## config.mk

```make
export PLATFORM = sky130hd
export DESIGN_NAME = bpq_ram
export DESIGN_NICKNAME = d
export VERILOG_FILES = /design/src/hdl/bucketed_priority_queue_top_defines.svh /design/src/hdl/bpq_ram.sv
export SDC_FILE = /design/constraint.sdc
export NUM_CORES = 2
export LEC_CHECK = 0
export BUFFER_PORTS_ARGS = -buffer_cell sky130_fd_sc_hd__clkbuf_2
export CAP_MARGIN = 20
export CORE_ASPECT_RATIO = 1.1
export CORE_UTILIZATION = 35
export DETAILED_ROUTE_END_ITERATION = 16
export GPL_ROUTABILITY_DRIVEN = 1
export SKIP_CTS_REPAIR_TIMING = 1
export SLEW_MARGIN = 20
export SYNTH_ARGS = -nofsm -noshare
export SYNTH_HDL_FRONTEND = slang
export SYNTH_SLANG_ARGS = --single-unit
```

## constraint.sdc

```tcl
create_clock -name clk -period 3.4 [get_ports clk]
set_clock_uncertainty 0.15 [all_clocks]
set_input_delay 0.68 -clock clk [delete_from_list [all_inputs] [get_ports clk]]
set_output_delay 0.68 -clock clk [all_outputs]
set_load 0.1 [all_outputs]
```

## src/hdl/bucketed_priority_queue_top_defines.svh

```systemverilog
// Assertion macros for the bucketed priority queue.
// Used by the top level; expects clk and rst_n in scope.
`ifndef BUCKETED_PRIORITY_QUEUE_TOP_DEFINES_SVH
`define BUCKETED_PRIORITY_QUEUE_TOP_DEFINES_SVH

// Same-cycle implication, disabled in reset.
`define BPQ_ASSERT_NOW(lbl, ante, cons, msg) \
  lbl: assert property (@(posedge clk) disable iff (!rst_n) (ante) |-> (cons)) \
    else $error(msg);

// Next-cycle implication, disabled in reset.
`define BPQ_ASSERT_NEXT(lbl, ante, cons, msg) \
  lbl: assert property (@(posedge clk) disable iff (!rst_n) (ante) |=> (cons)) \
    else $error(msg);

`endif

```

## src/hdl/bpq_ram.sv

```systemverilog
// Generic single-port synchronous RAM with registered read.
// No dependencies.
module bpq_ram #(
  parameter int DEPTH = 256,
  parameter int WIDTH = 8
) (
  input  logic                     clk,
  input  logic                     we,
  input  logic                     re,
  input  logic [$clog2(DEPTH)-1:0] addr,
  input  logic [WIDTH-1:0]         wdata,
  output logic [WIDTH-1:0]         rdata
);

  logic [WIDTH-1:0] mem [DEPTH];

  always_ff @(posedge clk) begin
    if (we) mem[addr] <= wdata;
    if (re) rdata <= mem[addr];
  end

endmodule
```

=== Yosys cells after proc, flatten, opt, wreduce, memory -nomap -nowiden ===
Memory sizes are Yosys's and may differ from the RTL's. A register that Yosys moved wholly into a read port is not among the register bits.
Index checks and enable logic that the tools add are counted.

* Mux-type cells: 2

{| class="wikitable"
|+ Operators with widths
! cell !! count
|-
| $mux 1 || 2
|}

* Register bits after elaboration: 0
* Bits in writable memories: 2048
* Memories: 1
* Input bits: 19
* Output and inout bits: 8

{| class="wikitable"
|+ Memories
! memory !! depth !! width !! rd ports !! clocked after memory_dff !! wr ports !! line !! source
|-
| mem || 256 || 8 || 1 || 1 || 1 || bpq_ram.sv:15 || <nowiki>logic [WIDTH-1:0] mem [DEPTH];</nowiki>
|}

=== Longest topological paths before layout ===
* Depth in word-level cells: 2
* Gate-level depth with buffers: 10
* Gate-level depth less buffers: 5

=== Worst setup path before layout ===
OpenSTA, ideal clock, no wires.

* Path kind: in2reg
* From: input port addr[1]
* To: memory mem[111][0], enable pin
* Cell stages on the path: 9
* Setup time: 0.370 ns
* Arrival time: 2.529 ns
* Slack: 0.351 ns
* Cell sequence: buf_2 -> clkbuf_1 -> clkbuf_1 -> nand2_1 -> buf_2 -> nor2_1 -> nand2_1 -> clkbuf_1 -> nor2_1

{| class="wikitable"
|+ RTL lines
! element !! line !! source
|-
| start, declared || bpq_ram.sv:10 || <nowiki>input logic [$clog2(DEPTH)-1:0] addr,</nowiki>
|-
| end, declared || bpq_ram.sv:15 ||
|}

No word-level cell before the write port.

==> impl_results.md <==
* Finished Cell Area at 0.0933 mm2
* CP Cell Sequence: buf_8 > buf_12 > buf_12 > mux4_2 > a22oi_1 > a21oi_1 > o41ai_1 > buf_4 > nand4_1
* #FFs+latches synth at ~2.1k
* Post-layout util at 0.418
* Die width at 454 um
* CP Class: primary input to flip-flop
* DRC at 0
* R2r endpoint: rdata[0]
* Final ANT Viol Nets at 0
* Placed inst area at 0.0870 mm2
* Routability congestion estimate at 0.831
* Gr ovfl total at 0
* Number of global-route vias before repair at 40.1k
* IO buf count at 26
* Area grow syn2layout at 18.8%
* CTS root buffer: clkbuf_16
* Slack of the critical path at 0.0285 ns
* Finish-stage setup viols at 0
* Post-synth cell types at 21
* Net count after synthesis at 3,566
* IO Count at 27
* Syn Inst Count at between 3k and 4k
* Initial core utilization at 0.352
* Worst reg2reg path depth at 6
* Synth top area cells: edfxtp_1 79%, mux4_2 15%, a22oi_1 2.4%, nor2_1 1.1%, a21oi_1 0.82%
* Slew @ Worst Pin at 1.09 ns
* Status: finished clean
* Mapped cell area at 0.0786 mm2
* Fillers at 19.2k
* Die H at between 400 and 500 um
* Crit path buffers/inverters at 4
* FP Rows at between 150 and 200
* H-Tree Depth at 4
* Slowest CP cell: o41ai_1
* Routed len/inst at around 27 um
* Die footprint at between 0.2 and 0.25 mm2
* Delay-heaviest family, CP: compound AO/OA/AOI/OAI gates
* Final nets at 4,172
* Skew-Pair Late Insertion Delay at 0.85 ns
* Hold Path Sink: mem[214][3]
* Hold Startpoint: wdata[3]
* Worst VDD drop at 548 uV
* DRT Wirelength at around 200,000 um
* Post-route minimum period at 3.37 ns
* Seq/Total Area, Yosys at 0.786
* Most frequent cells in the layout: 2,056 x edfxtp_1, 529 x buf_4, 512 x mux4_2
* Req. time, crit path at 3.84 ns
* TritonCTS Buffers at 201
* Crit path launch: addr[0]
* Fraction of layout cells with a size suffix above 1 at 0.332
* First-pass iteration count of the detailed router at 5
* Worst path max stage delay at about 1.0 ns
* PwrDens at 559 mW/mm2
* Worst-path maximum fanout at 20
* Leak at 29.3 nW
* RSZ-0062 raised after global routing: false
* Max-slew headroom at 0.261
* Via count at 38.9k
* CTS tree: done
* Most common cell after layout, fill and taps aside: edfxtp_1
* Area share of the largest cell type after synthesis at 0.786
* HP Class: primary input to flip-flop
* Synth area leader: edfxtp_1
* CP dominant cell by count: buf_12
* Min-Delay Path Depth at 1
* Initial antenna violation count at 7
* Worst reg2reg path startpoint: mem[188][0]
* Hold Violations, Final at 0
* Clock-pin slew on the worst setup and hold paths at approximately 0.060 ns
* Syn_area_per_cell at 22.2 um2
* Core area at 0.223 mm2
* Pin count of the biggest net entering global routing at 120
* First-pass GRT wire length at 285,000 um
* Total GRT Usage at 0.174
* Worst-case clock buffer depth at 3
* Drt via density at around 5.4
* Maximum clock frequency at 297 MHz
* Reg-to-reg slack, setup at 0.26 ns
* Yosys warns at 0
* Worst endpoint data arrival time at about 3.8 ns
* Startpoint types: primary input
* Crit. End Element: flip-flop
* Max Slew Vio Count at 0
* CTS sink count at between 2k and 2.5k
* Max-Cap Viols at 0
* Initial drt markers at 3,963
* Post-place setup slack at -0.886 ns
* DP Wirelength at 125,000 um
* Period utilisation layout at 0.992
==> kinds of logic after synthesis <==
kind of cell           count (synthesis)  synth area share
AOI/OAI and AO/OA                    416            0.0362
muxes                                512             0.147
DFF                                 2056             0.786
buffers and inverters                233            0.0140
and+or+nand+nor                      330            0.0173
==> metal layers <==
layer	GRT usage	vias to the layer above	wire length [um]	share of wire
li1	-	16324	-	-
met1	0.227	20836	78400	0.40
met2	0.282	1401	96600	0.49
met3	0.0342	359	13700	0.070
met4	0.0771	4	8630	0.044
met5	0	-	23	0.00012
==> worst max-delay path by stage <==
| stage | slack (ns) | cells after the start | end |
|---|---|---|---|
| global route | 0.03 | 9 | rdata[0] |
| global placement | -0.89 | 9 | rdata[0] |
| CTS | 0.03 | 9 | rdata[0] |
| floorplan | 0.35 | 9 | mem[111][0] |
| finish | 0.03 | 9 | rdata[0] |
| detailed placement | -0.89 | 9 | rdata[0] |
==> report_power, final <==
part / switching (mW) / total (mW) / leakage, nW / internal, mW
clock network: 9.42 / 21.5 / 3.08 / 12.0
registers: 0.0331 / 28.0 / 18.5 / 27.9
logic: 1.68 / 2.76 / 7.74 / 1.07
total: 11.1 / 52.2 / 29.3 / 41.1
==> cells in the mapped netlist, drive strengths merged <==
master  count
o41ai      32
and2        3
or2         2
a22oi     256
clkbuf    145
nor2      232
nand4       8
buf        87
inv         1
or3         1
nand3      13
nand2b      6
nand2      28
mux4      512
a21oi     128
nor3       30
edfxtp   2056
nor2b       7
==> cell type report <==
cell class              instances  area [um2]  area share
well taps                    2944        3680      0.0395
repair buffers                635        5800      0.0622
clock inverters               117        1010      0.0108
multi-input cells            1258       15800       0.169
diodes                          3        7.51   0.0000804
clock buffers                 251        5300      0.0568
inverters                       1        3.75   0.0000402
flip-flops and latches       2056       61700       0.661
==> metrics by stage <==
step           TNS (ns)  cells  hold slack, ns  total power, mW
3_5_place_dp     -34.29   6894           0.895             31.3
5_1_grt               0   7265          0.0741             53.6
3_3_place_gp     -40.21   6894           0.893             31.3
4_1_cts               0   7262          0.0427             52.6
2_1_floorplan         0   3547           0.629             29.8
6_report              0   7265          0.0955             52.2
==> sequential cells by signal, indices dropped and copies added, names as in the netlist <==
| register | flops |
|---|---|
| mem | 2048 |
| rdata | 8 |
==> worst reg2reg max path, delay by kind of cell (launching register included) <==
family / cells / cell delay [ns]
mux: 1 / 0.45
simple gates: 1 / 0.06
flops: 1 / 0.37
compound gates: 3 / 1.62
buf+inv: 1 / 0.24
(Power assumes the default switching activity.)
